**config.mk**
```make
export PLATFORM = sky130hd
export DESIGN_NAME = restartable_delay_timer_unit_flat
export DESIGN_NICKNAME = d
export VERILOG_FILES = /design/src/hw/rtl/rdt_pkg.sv /design/src/hw/rtl/rdt_if.sv /design/src/hw/rtl/restartable_delay_timer_unit.sv /design/src/hw/rtl/rdt_in_stage.sv /design/src/hw/rtl/rdt_core.sv /design/src/flat_wrapper.sv
export SDC_FILE = /design/constraint.sdc
export NUM_CORES = 1
export LEC_CHECK = 0
export BUFFER_PORTS_ARGS = -buffer_cell sky130_fd_sc_hd__buf_2
export CELL_PAD_IN_SITES_DETAIL_PLACEMENT = 0
export CELL_PAD_IN_SITES_GLOBAL_PLACEMENT = 1
export CORE_ASPECT_RATIO = 0.6
export CORE_UTILIZATION = 49
export DETAILED_ROUTE_END_ITERATION = 16
export PLACE_DENSITY = 0.89
export SETUP_SLACK_MARGIN = 0.15
export SYNTH_ARGS = -nofsm -noshare
export SYNTH_HDL_FRONTEND = slang
export SYNTH_SLANG_ARGS = --single-unit
```
**constraint.sdc**
```tcl
create_clock -name clk -period 5.1 [get_ports clk]
set_clock_uncertainty 0.1 [all_clocks]
set_input_delay 0 -clock clk [delete_from_list [all_inputs] [get_ports clk]]
set_output_delay 0 -clock clk [all_outputs]
set_load 0.01 [all_outputs]
```
**src/hw/rtl/rdt_pkg.sv**
```systemverilog
package rdt_pkg;

	localparam int unsigned OPCODE_W = 3;
	localparam int unsigned DELAY_W  = 32;

	// Command codes; the remaining code of the field is ignored.
	typedef enum logic [OPCODE_W-1:0] {
		OP_TICK             = 3'd0,
		OP_SET              = 3'd1,
		OP_SYNC_SET         = 3'd2,
		OP_CHANGE           = 3'd3,
		OP_CHECK            = 3'd4,
		OP_CHECK_RESTART    = 3'd5,
		OP_CHECK_RESTART_SY = 3'd6
	} opcode_t;

	typedef struct packed {
		logic [OPCODE_W-1:0] opcode;
		logic [DELAY_W-1:0]  delay_ms;
	} cmd_t;

	typedef struct packed {
		logic answer_flag;
		logic armed_flag;
	} res_t;

endpackage

```
**src/hw/rtl/rdt_if.sv**
```systemverilog
interface rdt_cmd_if;
	logic                            valid;
	logic                            ready;
	logic [rdt_pkg::OPCODE_W-1:0]    opcode;
	logic [rdt_pkg::DELAY_W-1:0]     delay_ms;

	modport source (output valid, output opcode, output delay_ms, input ready);
	modport sink   (input valid, input opcode, input delay_ms, output ready);
endinterface

interface rdt_res_if;
	logic valid;
	logic ready;
	logic answer_flag;
	logic armed_flag;

	modport source (output valid, output answer_flag, output armed_flag, input ready);
	modport sink   (input valid, input answer_flag, input armed_flag, output ready);
endinterface

```
**src/hw/rtl/restartable_delay_timer_unit.sv**
```systemverilog
// Channel | Dir | Handshake     | Payload
// --------+-----+---------------+------------------------------------------
// cmd     | in  | valid / ready | opcode[2:0], delay_ms[31:0]
// res     | out | valid / ready | answer_flag, armed_flag
//
// One result word per command word; one word per cycle sustained while res.ready stays high.
// A command passes an input register, then the timer update and a result register.
// The timer state updates in the cycle a command moves into the result register.
// arst_n clears the time counter, the window, the armed flag and both valid bits.
// A stalled result holds its register; the input register still takes one more word if it is empty.
module restartable_delay_timer_unit #(
	parameter int unsigned TIME_WIDTH = 32
) (
	input  logic     clk,
	input  logic     arst_n,
	rdt_cmd_if.sink  cmd,
	rdt_res_if.source res
);

	logic          valid_s1;
	rdt_pkg::cmd_t cmd_s1;
	logic          advance;
	rdt_pkg::res_t res_d;
	rdt_pkg::res_t res_q;
	logic          res_valid_q;

	// Move the held command on when the result register is free or being emptied.
	assign advance = valid_s1 && (!res_valid_q || res.ready);

	rdt_in_stage u_in (
		.clk      (clk),
		.arst_n   (arst_n),
		.cmd      (cmd),
		.advance  (advance),
		.valid_s1 (valid_s1),
		.cmd_s1   (cmd_s1)
	);

	rdt_core #(
		.TIME_WIDTH (TIME_WIDTH)
	) u_core (
		.clk     (clk),
		.arst_n  (arst_n),
		.advance (advance),
		.cmd_s1  (cmd_s1),
		.res_d   (res_d)
	);

	// Result register: load on advance, drop once taken.
	always_ff @(posedge clk or negedge arst_n) begin
		if (!arst_n) begin
			res_valid_q <= 1'b0;
		end else if (advance) begin
			res_valid_q <= 1'b1;
		end else if (res.ready) begin
			res_valid_q <= 1'b0;
		end
	end

	always_ff @(posedge clk) begin
		if (advance) begin
			res_q <= res_d;
		end
	end

	assign res.valid       = res_valid_q;
	assign res.answer_flag = res_q.answer_flag;
	assign res.armed_flag  = res_q.armed_flag;

	a_no_overwrite: assert property (@(posedge clk) disable iff (!arst_n)
		advance |-> !res_valid_q || res.ready)
		else $error("result word overwritten before it was taken");

	a_result_follows: assert property (@(posedge clk) disable iff (!arst_n)
		advance |=> res_valid_q)
		else $error("advanced command produced no result word");

	a_stage_drains: assert property (@(posedge clk) disable iff (!arst_n)
		valid_s1 && !res_valid_q |-> advance)
		else $error("held command stalled with an empty result register");

endmodule

```
**src/hw/rtl/rdt_in_stage.sv**
```systemverilog
module rdt_in_stage (
	input  logic          clk,
	input  logic          arst_n,
	rdt_cmd_if.sink       cmd,
	input  logic          advance,
	output logic          valid_s1,
	output rdt_pkg::cmd_t cmd_s1
);

	logic take;

	// Accept whenever the stage is empty or drains this cycle.
	assign cmd.ready = !valid_s1 || advance;
	assign take      = cmd.valid && cmd.ready;

	always_ff @(posedge clk or negedge arst_n) begin
		if (!arst_n) begin
			valid_s1 <= 1'b0;
		end else if (cmd.ready) begin
			valid_s1 <= cmd.valid;
		end
	end

	always_ff @(posedge clk) begin
		if (take) begin
			cmd_s1.opcode   <= cmd.opcode;
			cmd_s1.delay_ms <= cmd.delay_ms;
		end
	end

endmodule

```
**src/hw/rtl/rdt_core.sv**
```systemverilog
module rdt_core #(
	parameter int unsigned TIME_WIDTH = 32
) (
	input  logic          clk,
	input  logic          arst_n,
	input  logic          advance,
	input  rdt_pkg::cmd_t cmd_s1,
	output rdt_pkg::res_t res_d
);

	logic [TIME_WIDTH-1:0] time_q, start_q, delay_q;
	logic                  armed_q;
	logic [TIME_WIDTH-1:0] time_d, start_d, delay_d;
	logic                  armed_d;
	logic [TIME_WIDTH-1:0] len, elapsed, deadline;
	logic                  expired, answer;
	rdt_pkg::opcode_t      op;

	assign op       = rdt_pkg::opcode_t'(cmd_s1.opcode);
	assign len      = TIME_WIDTH'(cmd_s1.delay_ms);
	assign elapsed  = time_q - start_q;
	assign deadline = start_q + delay_q;
	// A disarmed timer reads as expired.
	assign expired  = !armed_q || (elapsed >= delay_q);

	always_comb begin
		time_d  = time_q;
		start_d = start_q;
		delay_d = delay_q;
		armed_d = armed_q;
		answer  = 1'b0;
		unique case (op)
			rdt_pkg::OP_TICK: begin
				time_d = time_q + TIME_WIDTH'(1);
			end
			rdt_pkg::OP_SET: begin
				if (len == '0) begin
					armed_d = 1'b0;
				end else begin
					start_d = time_q;
					delay_d = len;
					armed_d = 1'b1;
				end
			end
			rdt_pkg::OP_SYNC_SET: begin
				if (len == '0) begin
					armed_d = 1'b0;
				end else begin
					start_d = armed_q ? time_q : deadline;
					delay_d = len;
					armed_d = 1'b1;
				end
			end
			rdt_pkg::OP_CHANGE: begin
				if (len == '0) begin
					armed_d = 1'b0;
				end else if (armed_q) begin
					delay_d = len;
					answer  = 1'b1;
				end
			end
			rdt_pkg::OP_CHECK: begin
				answer = expired;
				if (expired) begin
					armed_d = 1'b0;
				end
			end
			rdt_pkg::OP_CHECK_RESTART: begin
				answer = expired;
				if (expired) begin
					armed_d = (delay_q != '0);
					if (delay_q != '0) begin
						start_d = time_q;
					end
				end
			end
			rdt_pkg::OP_CHECK_RESTART_SY: begin
				// On expiry, re-arm from the old deadline if the length is nonzero, else disarm.
				answer = expired;
				if (expired) begin
					armed_d = (delay_q != '0);
					if (delay_q != '0) begin
						start_d = deadline;
					end
				end
			end
			default: begin
			end
		endcase
	end

	assign res_d.answer_flag = answer;
	assign res_d.armed_flag  = armed_d;

	always_ff @(posedge clk or negedge arst_n) begin
		if (!arst_n) begin
			time_q  <= '0;
			start_q <= '0;
			delay_q <= '0;
			armed_q <= 1'b0;
		end else if (advance) begin
			time_q  <= time_d;
			start_q <= start_d;
			delay_q <= delay_d;
			armed_q <= armed_d;
		end
	end

	a_tick_counts: assert property (@(posedge clk) disable iff (!arst_n)
		advance && op == rdt_pkg::OP_TICK |=> time_q == $past(time_q) + TIME_WIDTH'(1))
		else $error("time counter did not advance on tick");

	a_time_holds: assert property (@(posedge clk) disable iff (!arst_n)
		!(advance && op == rdt_pkg::OP_TICK) |=> $stable(time_q))
		else $error("time counter moved without a tick");

	a_arm_needs_word: assert property (@(posedge clk) disable iff (!arst_n)
		$rose(armed_q) |-> $past(advance))
		else $error("timer armed without a command");

	a_armed_len: assert property (@(posedge clk) disable iff (!arst_n)
		armed_q |-> delay_q != '0)
		else $error("timer armed with zero length");

	a_change_armed: assert property (@(posedge clk) disable iff (!arst_n)
		advance && op == rdt_pkg::OP_CHANGE && answer |-> armed_q && res_d.armed_flag)
		else $error("change accepted on a disarmed timer");

endmodule
```
**src/flat_wrapper.sv**
```systemverilog
// flat-port wrapper written by rule: the top's interface ports become plain ports
module restartable_delay_timer_unit_flat 
#(
	parameter int unsigned TIME_WIDTH = 32
)
  (clk, arst_n, cmd_valid, cmd_opcode, cmd_delay_ms, cmd_ready, res_valid, res_answer_flag, res_armed_flag, res_ready);
  rdt_cmd_if cmd_i ();
  rdt_res_if res_i ();
  input  logic clk;
  input  logic arst_n;
  input wire logic [$bits(cmd_i.valid)-1:0] cmd_valid;
  input wire logic [$bits(cmd_i.opcode)-1:0] cmd_opcode;
  input wire logic [$bits(cmd_i.delay_ms)-1:0] cmd_delay_ms;
  output wire logic [$bits(cmd_i.ready)-1:0] cmd_ready;
  output wire logic [$bits(res_i.valid)-1:0] res_valid;
  output wire logic [$bits(res_i.answer_flag)-1:0] res_answer_flag;
  output wire logic [$bits(res_i.armed_flag)-1:0] res_armed_flag;
  input wire logic [$bits(res_i.ready)-1:0] res_ready;
  assign cmd_i.valid = cmd_valid;
  assign cmd_i.opcode = cmd_opcode;
  assign cmd_i.delay_ms = cmd_delay_ms;
  assign cmd_ready = cmd_i.ready;
  assign res_valid = res_i.valid;
  assign res_answer_flag = res_i.answer_flag;
  assign res_armed_flag = res_i.armed_flag;
  assign res_i.ready = res_ready;
  restartable_delay_timer_unit #(.TIME_WIDTH(TIME_WIDTH)) u_core (.clk(clk), .arst_n(arst_n), .cmd(cmd_i), .res(res_i));
endmodule
```
==> key figures, run 1 <==
Pwr
  – PD cells: 557.4 nW/um^2
  – VDD IR max: 0.3302 mV
  – Net switching power: 2.804 mW
  – Pleak: 5.023 nW
  – Switching portion of total power: 44.87%
  – Clock share of power: 19.8%
  – Sequential power share: 26.1%
  – Pint: 3.446 mW
  – Total Power: 6.251 mW
  – Combinational power share: 54.1%

Timing
  – Final min period: 4.702 ns
  – Setup TNS: 0 ns
  – # setup viols final: 0
  – Final Slew Violations: 0
  – RSZ-0062 raised after global routing: no
  – Final Cycle Share: 92.20%
  – Worst Tran Pin Value: 0.9945 ns
  – Fin. Hold Viols: 0
  – Min Hold Slack: 0.05194 ns
  – Setup WS post-layout: 0.3977 ns
  – Slew headroom: 33.70%
  – F_max: 0.2127 GHz

Detailed routing
  – First-pass DRT Iterations: 5
  – Routed via count: 8024
  – Vias/cell: 5.764
  – WL per Instance: 19.38 um
  – Iter 0 DRT Violations: 815
  – DRT Wirelength: 26.98 mm
  – Residual DRC: 0
  – DRT antenna net count: 0

Placement
  – I/O Buffers: 42
  – Placed insts: 1315
  – Placed cell area: 10080 um^2
  – Dpl ws: -0.002673 ns
  – Gpl congestion: 0.9099
  – Dpl hpwl: 19.58 mm

Yosys
  – Mean Syn Cell Area: 9.176 um^2
  – Post-Synthesis Cell Area: 9507 um^2
  – Post-synth ARST share: 72.79%
  – Number of flops mapped to enable cells by yosys: 37
  – Ys Warns: 0
  – Synth Instances: 1036
  – Cell variety after synth: 63
  – Primary FF master, synth: dfrtp_1
  – Sequential area share after synthesis: 37.75%
  – Syn_nets: 1172
  – Register bit total from synthesis: 136

Worst setup path
  – Cell Chain, Critical Path: inv_2, ha_1, inv_1, fa_2, a21oi_2, o21bai_2, a21oi_2, nor2b_1, o21a_1, o21a_1, o21a_1, o41ai_2, xnor2_1, ha_1, o2111ai_1, a2111oi_2, o211ai_1, a21oi_2, nor2_4, buf_12, a211oi_1, a21oi_1
  – Register-to-register path setup slack: 0.40 ns
  – CP max stage cell: dfrtp_1
  – WP data required: 5.31 ns
  – WP data arrival: 4.91 ns
  – Crit path largest cell delay: 0.42 ns
  – CP endpoint kind: register
  – Crit path max fanout: 18
  – CP Class: reg2reg
  – Startpoint class of the critical path: register

Global route
  – Number of global-route vias before repair: 7370
  – Gr usage total: 28.05%
  – Grt ovf: 0
  – First-pass GRT wire length: 41.79 mm
  – Largest net degree at the start of global routing: 51
  – Initial antenna violation count: 0

Die
  – Die Ht: 109.9 um
  – Row count: 39
  – Top Ports: 43
  – CORE AREA: 19030 um^2
  – Initial Util: 49.95%
  – Die Area: 19980 um^2
  – Chip width: 181.8 um

Final layout
  – Synthesis-to-finish area growth: 17.95%
  – Fillers: 1608
  – Post-route cell area: 11210 um^2
  – Layout Utilization: 58.92%
  – Layout cells sized above 1: 12.48%
  – # diodes: 0
  – Layout Nets: 1269
  – Final non-filler cell total: 1392

Clock network
  – Clock net sink count: 136
  – Worst-Skew Late Latency: 0.44 ns
  – Root Driver: clkbuf_16
  – CTS buffer count: 17
  – H-tree depth: 4
  – CTS tree: done
  – Clock slew at reported path FFs: 0.07 ns
  – Max clock buf depth: 2

Status
  – Outcome: complete, no violations

Run
  – Max-Cap Viols: 0

Worst hold path
  – Worst min path class: in2async
[sequential cells by signal (all words and copies together) (netlist names)]
signal                  cells
u_core.u_core.start_q      32
u_core.res.valid            1
u_core.u_core.time_q       32
u_core.u_core.armed_q       1
u_core.u_core.delay_q      32
u_core.u_in.valid_s1        1
u_core.res.armed_flag       1
u_core.u_in.cmd_s1         35
u_core.res.answer_flag      1
[repair_timing]
item                                    CTS  global route
gates resized for setup                   5            18
endpoints found under the setup margin   20            34
cloned                                    0             1
pin swaps                                 0             8
hold buffers                             39             0
endpoints found under the hold margin    86             0
setup buffers                             0             5
[synthesized netlist by cell type (all sizes together), types with 10 or more instances]
master	number	area share, %
nand2	102	4.0
dfrtp	99	26
a21oi	96	5.1
ha	95	13
o21ai	79	4.2
inv	78	3.1
nor2	66	2.6
xnor2	61	5.6
edfxtp	37	12
a21o	28	2.2
xor2	27	2.5
nand4	22	1.4
nor4	21	1.7
a211oi	20	1.6
clkbuf	20	0.79
nand3	20	1.1
nand2b	13	0.86
nor2b	13	0.86
mux2i	12	1.3
nor3	12	0.63
and3	10	0.66
o21a	10	0.79
[path summary, 6_finish.rpt]
kind	from	endpoint	depth (start not counted)
setup / recovery	u_core.u_core.time_q[0]$_DFFE_PN0P_	u_core.u_core.start_q[20]$_DFFE_PN0P_	22
hold / removal	arst_n	u_core.u_core.time_q[11]$_DFFE_PN0P_	2
setup reg to reg	u_core.u_core.time_q[0]$_DFFE_PN0P_	u_core.u_core.start_q[20]$_DFFE_PN0P_	22
hold reg to reg	u_core.u_in.cmd_s1[9]$_DFFE_PP_	u_core.u_core.delay_q[9]$_DFFE_PN0P_	2
max in group asynchronous	arst_n	u_core.u_core.delay_q[2]$_DFFE_PN0P_	3
min in group clk	cmd_delay_ms[29]	u_core.u_in.cmd_s1[29]$_DFFE_PP_	2
[critical path: cells and delay by family, from the launching register on]
family                     cells  cell delay (ns)
AOI/OAI and AO/OA             13             2.57
xor gates and xnor gates       1             0.15
adders and majority gates      3             0.82
buffers and inverters          3             0.33
DFF                            1             0.42
and+or+nand+nor                2             0.17
[per-layer routing]
| layer | GRT usage, % | vias up | part of all wire (%) |
|---|---|---|---|
| met4 | 6.114 | 0 | 1.1 |
| met3 | 9.805 | 26 | 12 |
| li1 | - | 3907 | - |
| met5 | 0 | - | 0 |
| met2 | 33.60 | 329 | 34 |
| met1 | 45.27 | 3762 | 53 |
[cell families (layout without fill, tap and decap cells)]
| group | after synthesis | after routing | share of synthesized area [%] |
|---|---|---|---|
| flops | 136 | 136 | 37.75 |
| buf+inv | 107 | 217 | 4.409 |
| compound gates | 285 | 285 | 18.78 |
| mux | 19 | 19 | 2.093 |
| xor+xnor | 88 | 88 | 8.107 |
| fa+ha+maj | 97 | 97 | 12.92 |
| simple gates | 304 | 304 | 15.94 |
[layout make-up]
type	count	area, um^2	share of cell area, %
clock buffers	18	439.2	3.917
clock inverters	14	137.6	1.227
inverters	78	292.8	2.611
multi-input cells	793	5619	50.11
flip-flops and latches	136	3588	32.00
well taps	246	307.8	2.745
repair buffers	107	828.3	7.387
[power groups by stage]
stage	clock, mW	combinational [mW]	sequential (mW)
3_3_place_gp	0	3.09	1.63
2_1_floorplan	0	2.47	1.52
3_5_place_dp	0	3.13	1.63
6_report	1.24	3.38	1.63
5_1_grt	1.30	3.76	1.65
4_1_cts	1.24	3.22	1.61
[placed cells by master (no fill, tap or decap), types with 18 or more instances in the layout]
cell	n
nand2_1	102
dfrtp_1	99
ha_1	95
a21oi_1	91
inv_1	77
o21ai_0	72
nor2_1	63
xnor2_1	61
buf_2	41
dlygate4sd3_1	39
edfxtp_1	37
a21o_1	28
xor2_1	27
buf_4	25
nand4_1	22
nand3_1	20
a211oi_1	18
nor4_1	18
clkbuf_16	18
No activity file was read; power rests on OpenSTA's default activity.
==> run 2: changes to the inputs <==
CORE_UTILIZATION = 50   (was 49)
PLACE_DENSITY = 0.9   (was 0.89)
SYNTH_HIERARCHICAL = 1   (was default)
==> run 2 against run 1 <==
Net effect:
- the flow now finishes with violations (DRC)
- worst hold slack better by 0.12 ns
- utilization up 4.2 points
- first-iteration DRC count down 5.0%
- combinational power up 3%
- worst setup slack worse by 0.31 ns
- flip-flop and latch count unchanged
- wire length up 0.40%
- final cell count down 2.0%
- die area down 2.1%
- critical path depth up 4
- clock-buffer cell count unchanged
- critical path type unchanged
- largest cell class unchanged
- sequential share of layout area down 0.95 points
==> key figures, run 2 <==
Status
  – Outcome: complete, but fails checks (was complete, no violations)
  – Failing checks: DRC

Pwr
  – VDD IR max: 0.2800 mV (was 0.3302 mV)
  – Total Power: 6.495 mW (was 6.251 mW)
  – Sequential power share: 25.9% (was 26.1%)
  – PD cells: 562.0 nW/um^2 (was 557.4 nW/um^2)
  – Switching portion of total power: 42.90% (was 44.87%)
  – Pleak: 5.353 nW (was 5.023 nW)
  – Combinational power share: 53.8% (was 54.1%)
  – Pint: 3.709 mW (was 3.446 mW)
  – Clock share of power: 20.3% (was 19.8%)
  – Net switching power: 2.787 mW (was 2.804 mW)

Clock network
  – Root Driver: clkbuf_16 (unchanged)
  – H-tree depth: 4 (unchanged)
  – Clock slew at reported path FFs: 0.07 ns (about the same)
  – CTS buffer count: 17 (unchanged)
  – Clock net sink count: 136 (unchanged)
  – Max clock buf depth: 2 (unchanged)
  – Worst-Skew Late Latency: 0.44 ns (about the same)
  – CTS tree: done (unchanged)

Die
  – Die Area: 19560 um^2 (was 19980 um^2)
  – Chip width: 179.9 um (was 181.8 um)
  – Row count: 38 (was 39)
  – CORE AREA: 18310 um^2 (was 19030 um^2)
  – Top Ports: 43 (unchanged)
  – Die Ht: 108.7 um (was 109.9 um)
  – Initial Util: 51.85% (was 49.95%)

Final layout
  – # diodes: 0 (unchanged)
  – Number of flip-flops in the largest register: 35 (unchanged)
  – Layout cells sized above 1: 19.75% (was 12.48%)
  – Synthesis-to-finish area growth: 21.76% (was 17.95%)
  – Area occupied by multi-input gates: 5603 um^2 (was 5619 um^2)
  – Seq. cell area: 3588 um^2 (unchanged)
  – Fillers: 1432 (was 1608)
  – Biggest register: u_core/u_in/cmd_s1 (was u_core.u_in.cmd_s1)
  – Layout Nets: 1247 (was 1269)
  – Commonest non-fill, non-tap cell in the layout: dfrtp_1 (was nand2_1)
  – Layout Utilization: 63.14% (was 58.92%)
  – Leading cell types in the layout, fill and taps excluded: dfrtp_1 (99), ha_1 (94), a21oi_1 (75), inv_1 (74), nand2_1 (61) (was nand2_1 (102), dfrtp_1 (99), ha_1 (95), a21oi_1 (91), inv_1 (77))

Global route
  – First-pass GRT wire length: 42.06 mm (was 41.79 mm)
  – Number of global-route vias before repair: 7444 (was 7370)
  – Gr usage total: 28.62% (was 28.05%)
  – Largest net degree at the start of global routing: 66 (was 51)
  – Met2 layer usage reported by global route: 38.16% (was 33.60%)
  – Grt met1 use: 45.22% (was 45.27%)
  – Initial antenna violation count: 0 (unchanged)
  – Grt ovf: 0 (unchanged)
  – GR peak layer: met1 (unchanged)
  – GRT met3 Usage: 7.448% (was 9.805%)

Detailed routing
  – WL per Instance: 19.86 um (was 19.38 um)
  – DRT Wirelength: 27.09 mm (was 26.98 mm)
  – Iter 0 DRT Violations: 774 (was 815)
  – Vias/cell: 5.849 (was 5.764)
  – Residual DRC: 1 (was 0)
  – Routed via count: 7978 (was 8024)
  – First-pass DRT Iterations: 11 (was 5)
  – DRT antenna net count: 0 (unchanged)

Worst setup path
  – Worst setup endpoint: u_core/u_core/start_q[25]$_DFFE_PN0P_ (was u_core.u_core.start_q[20]$_DFFE_PN0P_)
  – Worst R2R End: u_core/u_core/start_q[25]$_DFFE_PN0P_ (was u_core.u_core.start_q[20]$_DFFE_PN0P_)
  – Critical Path Source: u_core/u_core/time_q[0]$_DFFE_PN0P_ (was u_core.u_core.time_q[0]$_DFFE_PN0P_)
  – CP max stage cell: or4b_1 (was dfrtp_1)
  – CP endpoint kind: register (unchanged)
  – FF-to-FF Start: u_core/u_core/time_q[0]$_DFFE_PN0P_ (was u_core.u_core.time_q[0]$_DFFE_PN0P_)
  – CP Class: reg2reg (unchanged)
  – Startpoint class of the critical path: register (unchanged)
  – Register-to-register path setup slack: 0.09 ns (was 0.40 ns)
  – Worst R2R Path Depth: 26 (was 22)
  – WP data required: 5.37 ns (was 5.31 ns)
  – Crit path max fanout: 5 (was 18)
  – WP data arrival: 5.29 ns (was 4.91 ns)
  – Crit path largest cell delay: 0.49 ns (was 0.42 ns)

Timing
  – # setup viols final: 0 (unchanged)
  – Slew headroom: 29.20% (was 33.70%)
  – Setup WS post-layout: 0.08537 ns (was 0.3977 ns)
  – RSZ-0062 raised after global routing: yes (was no)
  – Final min period: 5.015 ns (was 4.702 ns)
  – Fin. Hold Viols: 0 (unchanged)
  – F_max: 0.1994 GHz (was 0.2127 GHz)
  – Final Slew Violations: 0 (unchanged)
  – Worst Tran Pin Value: 1.061 ns (was 0.9945 ns)
  – Final Cycle Share: 98.33% (was 92.20%)

Run
  – Max-Cap Viols: 0 (unchanged)

Yosys
  – Syn_nets: 1110 (was 1172)
  – Register bit total from synthesis: 136 (unchanged)
  – Yosys top cell area share: 26.10% (was 26.06%)
  – Post-synthesis simple-gate area fraction: 13.51% (was 15.94%)
  – Synth Instances: 974 (was 1036)
  – Mux share of post-synthesis cell area: 5.102% (was 2.093%)
  – Post-Synthesis Cell Area: 9492 um^2 (was 9507 um^2)
  – Adder-Cell Fraction of Synth Area: 13.05% (was 12.92%)
  – Post-synthesis xor/xnor area fraction: 7.843% (was 8.107%)
  – Synth top area cells: dfrtp_1 (26%), ha_1 (13%), edfxtp_1 (12%) (unchanged)
  – Number of flops mapped to enable cells by yosys: 37 (unchanged)
  – Cell variety after synth: 73 (was 63)
  – Synth area leader: dfrtp_1 (unchanged)
  – Primary FF master, synth: dfrtp_1 (unchanged)
  – Synth top cells by count: dfrtp_1 (99), ha_1 (95), a21oi_1 (80) (was nand2_1 (102), dfrtp_1 (99), a21oi_1 (96))
  – Mean Syn Cell Area: 9.745 um^2 (was 9.176 um^2)
  – Post-synth ARST share: 72.79% (unchanged)
  – Ys Warns: 6 (was 0)
  – Compound-cell area share of the yosys netlist: 17.93% (was 18.78%)
  – Largest family of logic cells by synthesized area: compound AO/OA/AOI/OAI gates (unchanged)
  – Sequential area share after synthesis: 37.81% (was 37.75%)
  – Dominant cell by count in the synthesized netlist: dfrtp_1 (was nand2_1)

Placement
  – I/O Buffers: 42 (unchanged)
  – Dpl ws: -0.2613 ns (was -0.002673 ns)
  – Gpl congestion: 0.9479 (was 0.9099)
  – Dpl hpwl: 19.30 mm (was 19.58 mm)

Worst hold path
  – Worst min path class: in2reg (was in2async)
-- run 2: changes by cell type after synthesis, sizes merged, moves of 5 or more --
cell / delta
a21oi: -14
a21o: +15
nand3: +5
nand2: -41
mux2: +28
nor2: -8
o21ai: -37
-- run 2: final cells by class --
class / instances / share of cell area [%]
multi-input combinational: 734 / 48.48
clock buffer: 18 / 3.713
timing repair buffer: 146 / 10.10
tap: 240 / 2.598
sequential: 136 / 31.05
inverter: 76 / 2.468
clock inverter: 14 / 1.591
-- run 2: power by group through the flow --
stage	Sequential, mW	Clock [mW]	Combinational, mW
final	1.68	1.32	3.49
after global routing	1.70	1.38	3.83
after CTS	1.67	1.33	3.34
after detailed placement	1.68	0	3.18
after global placement	1.67	0	3.13
after floorplan	1.55	0	2.44
-- run 2: worst min path at each step --
stage          depth (start not counted)                                    to             start
2_1_floorplan                          0          u_core/res.valid$_DFFE_PN0P_            arst_n
3_3_place_gp                           1  u_core/u_core/time_q[12]$_DFFE_PN0P_            arst_n
3_5_place_dp                           1  u_core/u_core/time_q[17]$_DFFE_PN0P_            arst_n
4_1_cts                                2      u_core/u_in/cmd_s1[11]$_DFFE_PP_  cmd_delay_ms[11]
5_1_grt                                2      u_core/u_in/cmd_s1[27]$_DFFE_PP_  cmd_delay_ms[27]
6_report                               2      u_core/u_in/cmd_s1[15]$_DFFE_PP_  cmd_delay_ms[15]
-- run 2: cells by family (layout without fill, tap and decap cells) --
kind of cell	Yosys count	count (layout)
and+or+nand+nor	250	250
AOI/OAI and AO/OA	257	257
buffers and inverters	104	254
muxes	44	44
DFF	136	136
adders and majority gates	98	98
xor gates and xnor gates	85	85
-- run 2: through the flow --
step / instance area (um^2) / cells / hold slack [ns] / TNS, ns
final: 11560 / 1364 / 0.1697 / 0
after global routing: 11560 / 1364 / 0.1651 / -2.203
after CTS: 11460 / 1358 / 0.1566 / 0
after detailed placement: 10240 / 1277 / -0.1003 / -3.045
after global placement: 10240 / 1277 / -0.1066 / -0.1891
after floorplan: 9510 / 974 / -0.3956 / 0
-- run 2: repair_timing --
item	in CTS	in global routing
setup buffers	7	6
cloned	2	0
hold buffers	40	0
endpoints found under the hold margin	71	0
pin swaps	18	9
gates resized for setup	26	17
setup endpoints to repair	32	35
-- run 2: critical path: cells and delay by family, from the launching register on --
family          cells  cell delay (ns)
compound gates     13             2.26
simple gates        6             1.04
fa+ha+maj           3             0.78
flops               1             0.39
buf+inv             3             0.28
xor+xnor            1             0.08
-- run 2: routing by layer --
layer	vias up	wire length, um
met2	316	10370
met1	3824	13970
met3	16	2566
met5	-	0
met4	0	183
li1	3822	-
==> run 3: changes to the inputs <==
ABC_AREA = 1   (was default)
CORE_UTILIZATION = 46   (was 50)
PLACE_DENSITY = 0.89   (was 0.9)
==> run 3 against run 2 <==
Net effect:
- the flow now finishes without violations
- non-clock buffer count down 61
- first-iteration DRC count is 56% higher
- wire length grew 25%
- fmax is 14% higher
- final cell count grew 45%
- clock power fell by 7%
- power grew 5.7%
- die area increased by 24%
- global-route usage increased by 0.59 points
- flip-flop and latch count is the same
==> key figures, run 3 <==
Worst setup path
  – CP Class: reg2reg (unchanged)
  – FF-to-FF Start: u_core/u_core/time_q[0]$_DFFE_PN0P_ (unchanged)
  – Critical Path Source: u_core/u_core/time_q[0]$_DFFE_PN0P_ (unchanged)
  – WP data required: 5.39 ns (was 5.37 ns)
  – Crit path max fanout: 21 (was 5)
  – CP endpoint kind: register (unchanged)
  – Startpoint class of the critical path: register (unchanged)
  – WP data arrival: 4.69 ns (was 5.29 ns)
  – Worst R2R Path Depth: 26 (unchanged)

Timing
  – Setup TNS: 0 ns (unchanged)
  – F_max: 0.2271 GHz (was 0.1994 GHz)
  – Fin. Hold Viols: 0 (unchanged)
  – Slew headroom: 26.91% (was 29.20%)
  – Worst Tran Pin Value: 1.094 ns (was 1.061 ns)
  – Final min period: 4.403 ns (was 5.015 ns)
  – Final Cycle Share: 86.33% (was 98.33%)
  – # setup viols final: 0 (unchanged)
  – Final Slew Violations: 0 (unchanged)
  – RSZ-0062 raised after global routing: no (was yes)

Final layout
  – Final non-filler cell total: 1972 (was 1364)
  – Seq. cell area: 3588 um^2 (unchanged)
  – Fillers: 2228 (was 1432)
  – Biggest register: u_core/u_in/cmd_s1 (unchanged)
  – Synthesis-to-finish area growth: 13.87% (was 21.76%)
  – Layout Utilization: 53.48% (was 63.14%)
  – Layout cells sized above 1: 6.578% (was 19.75%)
  – Layout Nets: 1780 (was 1247)
  – Leading cell types in the layout, fill and taps excluded: nand2_1 (479), inv_1 (266), nor2_1 (120), dfrtp_1 (99), ha_1 (95) (was dfrtp_1 (99), ha_1 (94), a21oi_1 (75), inv_1 (74), nand2_1 (61))
  – # diodes: 0 (unchanged)
  – Number of flip-flops in the largest register: 35 (unchanged)
  – Commonest non-fill, non-tap cell in the layout: nand2_1 (was dfrtp_1)
  – Area occupied by multi-input gates: 6195 um^2 (was 5603 um^2)

Die
  – Row count: 43 (was 38)
  – Top Ports: 43 (unchanged)
  – Die Ht: 121.2 um (was 108.7 um)
  – Die Area: 24310 um^2 (was 19560 um^2)
  – Initial Util: 46.96% (was 51.85%)
  – CORE AREA: 23190 um^2 (was 18310 um^2)
  – Chip width: 200.6 um (was 179.9 um)

Yosys
  – Synth Instances: 1559 (was 974)
  – Mean Syn Cell Area: 6.986 um^2 (was 9.745 um^2)
  – Synth top area cells: dfrtp_1 (23%), nand2_1 (17%), ha_1 (11%) (was dfrtp_1 (26%), ha_1 (13%), edfxtp_1 (12%))
  – Yosys top cell area share: 22.75% (was 26.10%)
  – Number of flops mapped to enable cells by yosys: 37 (unchanged)
  – Register bit total from synthesis: 136 (unchanged)
  – Syn_nets: 1695 (was 1110)
  – Ys Warns: 6 (unchanged)
  – Post-Synthesis Cell Area: 10890 um^2 (was 9492 um^2)
  – Primary FF master, synth: dfrtp_1 (unchanged)
  – Post-synth ARST share: 72.79% (unchanged)
  – Synth area leader: dfrtp_1 (unchanged)
  – Dominant cell by count in the synthesized netlist: nand2_1 (was dfrtp_1)
  – Sequential area share after synthesis: 32.95% (was 37.81%)
  – Cell variety after synth: 44 (was 73)
  – Synth top cells by count: nand2_1 (480), inv_1 (266), nor2_1 (120) (was dfrtp_1 (99), ha_1 (95), a21oi_1 (80))

Worst hold path
  – Worst min path class: in2reg (unchanged)
  – Hold path depth: 2 (unchanged)
  – Min-delay src: cmd_delay_ms[29] (was cmd_delay_ms[15])

Pwr
  – PD cells: 553.6 nW/um^2 (was 562.0 nW/um^2)
  – Pleak: 6.501 nW (was 5.353 nW)
  – Total Power: 6.866 mW (was 6.495 mW)
  – VDD IR max: 0.2714 mV (was 0.2800 mV)

Placement
  – I/O Buffers: 42 (unchanged)
  – Gpl congestion: 0.9709 (was 0.9479)
  – Placed insts: 1900 (was 1277)
  – Dpl hpwl: 27.17 mm (was 19.30 mm)

Global route
  – Initial antenna violation count: 0 (unchanged)
  – Grt ovf: 0 (unchanged)
  – Number of global-route vias before repair: 9130 (was 7444)
  – Gr usage total: 29.21% (was 28.62%)
  – First-pass GRT wire length: 52.50 mm (was 42.06 mm)
  – Largest net degree at the start of global routing: 65 (was 66)

Clock network
  – Clock slew at reported path FFs: 0.07 ns (about the same)
  – Max clock buf depth: 2 (unchanged)
  – Post-CTS setup buffer count: 0 (was 7)
  – Root Driver: clkbuf_16 (unchanged)
  – CTS tree: done (unchanged)
  – H-tree depth: 4 (unchanged)
  – Clock net sink count: 136 (unchanged)
  – CTS buffer count: 17 (unchanged)
  – Worst-Skew Late Latency: 0.45 ns (was 0.44 ns)

Detailed routing
  – First-pass DRT Iterations: 5 (was 11)
  – Iter 0 DRT Violations: 1209 (was 774)
  – WL per Instance: 17.20 um (was 19.86 um)
  – DRT Wirelength: 33.91 mm (was 27.09 mm)
  – DRT antenna net count: 0 (unchanged)
  – Residual DRC: 0 (was 1)
  – Vias/cell: 5.262 (was 5.849)
  – Routed via count: 10380 (was 7978)

Run
  – Max-Cap Viols: 0 (unchanged)

Status
  – Outcome: complete, no violations (was complete, but fails checks)
run 3: final timing paths:
kind / slack [ns] / endpoint
max reg2reg: 0.70 / u_core/u_core/start_q[28]$_DFFE_PN0P_
min: 0.15 / u_core/u_in/cmd_s1[29]$_DFFE_PP_
min reg2reg: 0.43 / u_core/u_core/time_q[18]$_DFFE_PN0P_
max: 0.70 / u_core/u_core/start_q[28]$_DFFE_PN0P_
max in group asynchronous: 3.17 / u_core/u_core/time_q[19]$_DFFE_PN0P_
min in group asynchronous: 0.49 / u_core/u_core/start_q[28]$_DFFE_PN0P_
run 3: power breakdown:
group | leakage [nW] | internal [mW] | switching [mW] | total [mW]
logic | 4.65 | 1.41 | 2.54 | 3.95
registers | 1.58 | 1.34 | 0.342 | 1.69
clock network | 0.272 | 0.683 | 0.549 | 1.23
run 3: stage by stage:
step           hold WS, ns  setup WS, ns  area, um^2
6_report            0.1514        0.6971       12400
5_1_grt             0.1387        0.2702       12400
4_1_cts             0.1216        0.6134       12400
3_5_place_dp      -0.06476        0.6428       11430
3_3_place_gp      -0.06137        0.7584       11430
2_1_floorplan      -0.3956         1.623       10890
run 3: per-layer routing:
layer / vias up / track usage (%) / part of all wire (%)
li1: 5158 / - / -
met3: 36 / 7.760 / 12
met1: 4728 / 48.89 / 53
met4: 0 / 6.011 / 1.1
met2: 455 / 35.05 / 34
met5: - / 0 / 0
run 3: final cells by class:
class,count,share of cell area (%)
clock buffer,18,3.461
tap,315,3.178
sequential,136,28.94
clock inverter,14,1.140
timing repair buffer,85,5.126
multi-input combinational,1133,49.95
inverter,271,8.203
run 3: cells by family (layout without fill, tap and decap cells):
| kind of cell | after synthesis | in the layout | synth area share, % |
|---|---|---|---|
| muxes | 2 | 2 | 0.1838 |
| xor gates and xnor gates | 66 | 66 | 5.308 |
| adders and majority gates | 97 | 97 | 11.28 |
| AOI/OAI and AO/OA | 210 | 210 | 10.56 |
| and+or+nand+nor | 758 | 758 | 29.42 |
| DFF | 136 | 136 | 32.95 |
| buffers and inverters | 290 | 388 | 10.29 |
run 3: critical path, cell delays in order, from the launching register on:
cell and delay [ns]:
dfrtp_1 0.40, inv_1 0.13, ha_1 0.17, inv_1 0.06, fa_1 0.39, nand3_1 0.09, nand2_1 0.08, nand2_1 0.07
nand2_1 0.15, a31o_2 0.27, nand2_1 0.06, nand2_1 0.12, nand4_1 0.13, nand2_1 0.06, nand2_1 0.05, nand2_1 0.09
ha_1 0.29, nand2_1 0.05, nor2_1 0.15, nand2_1 0.10, nor2_1 0.20, nand4_1 0.18, nand4_1 0.15, nand2_1 0.20
inv_2 0.38, nand2_1 0.13, nand2_1 0.07
run 3: timing repair:
item,in CTS,in global routing
gates resized for setup,0,1
setup endpoints to repair,0,11
hold buffers,40,0
hold endpoints to repair,81,0
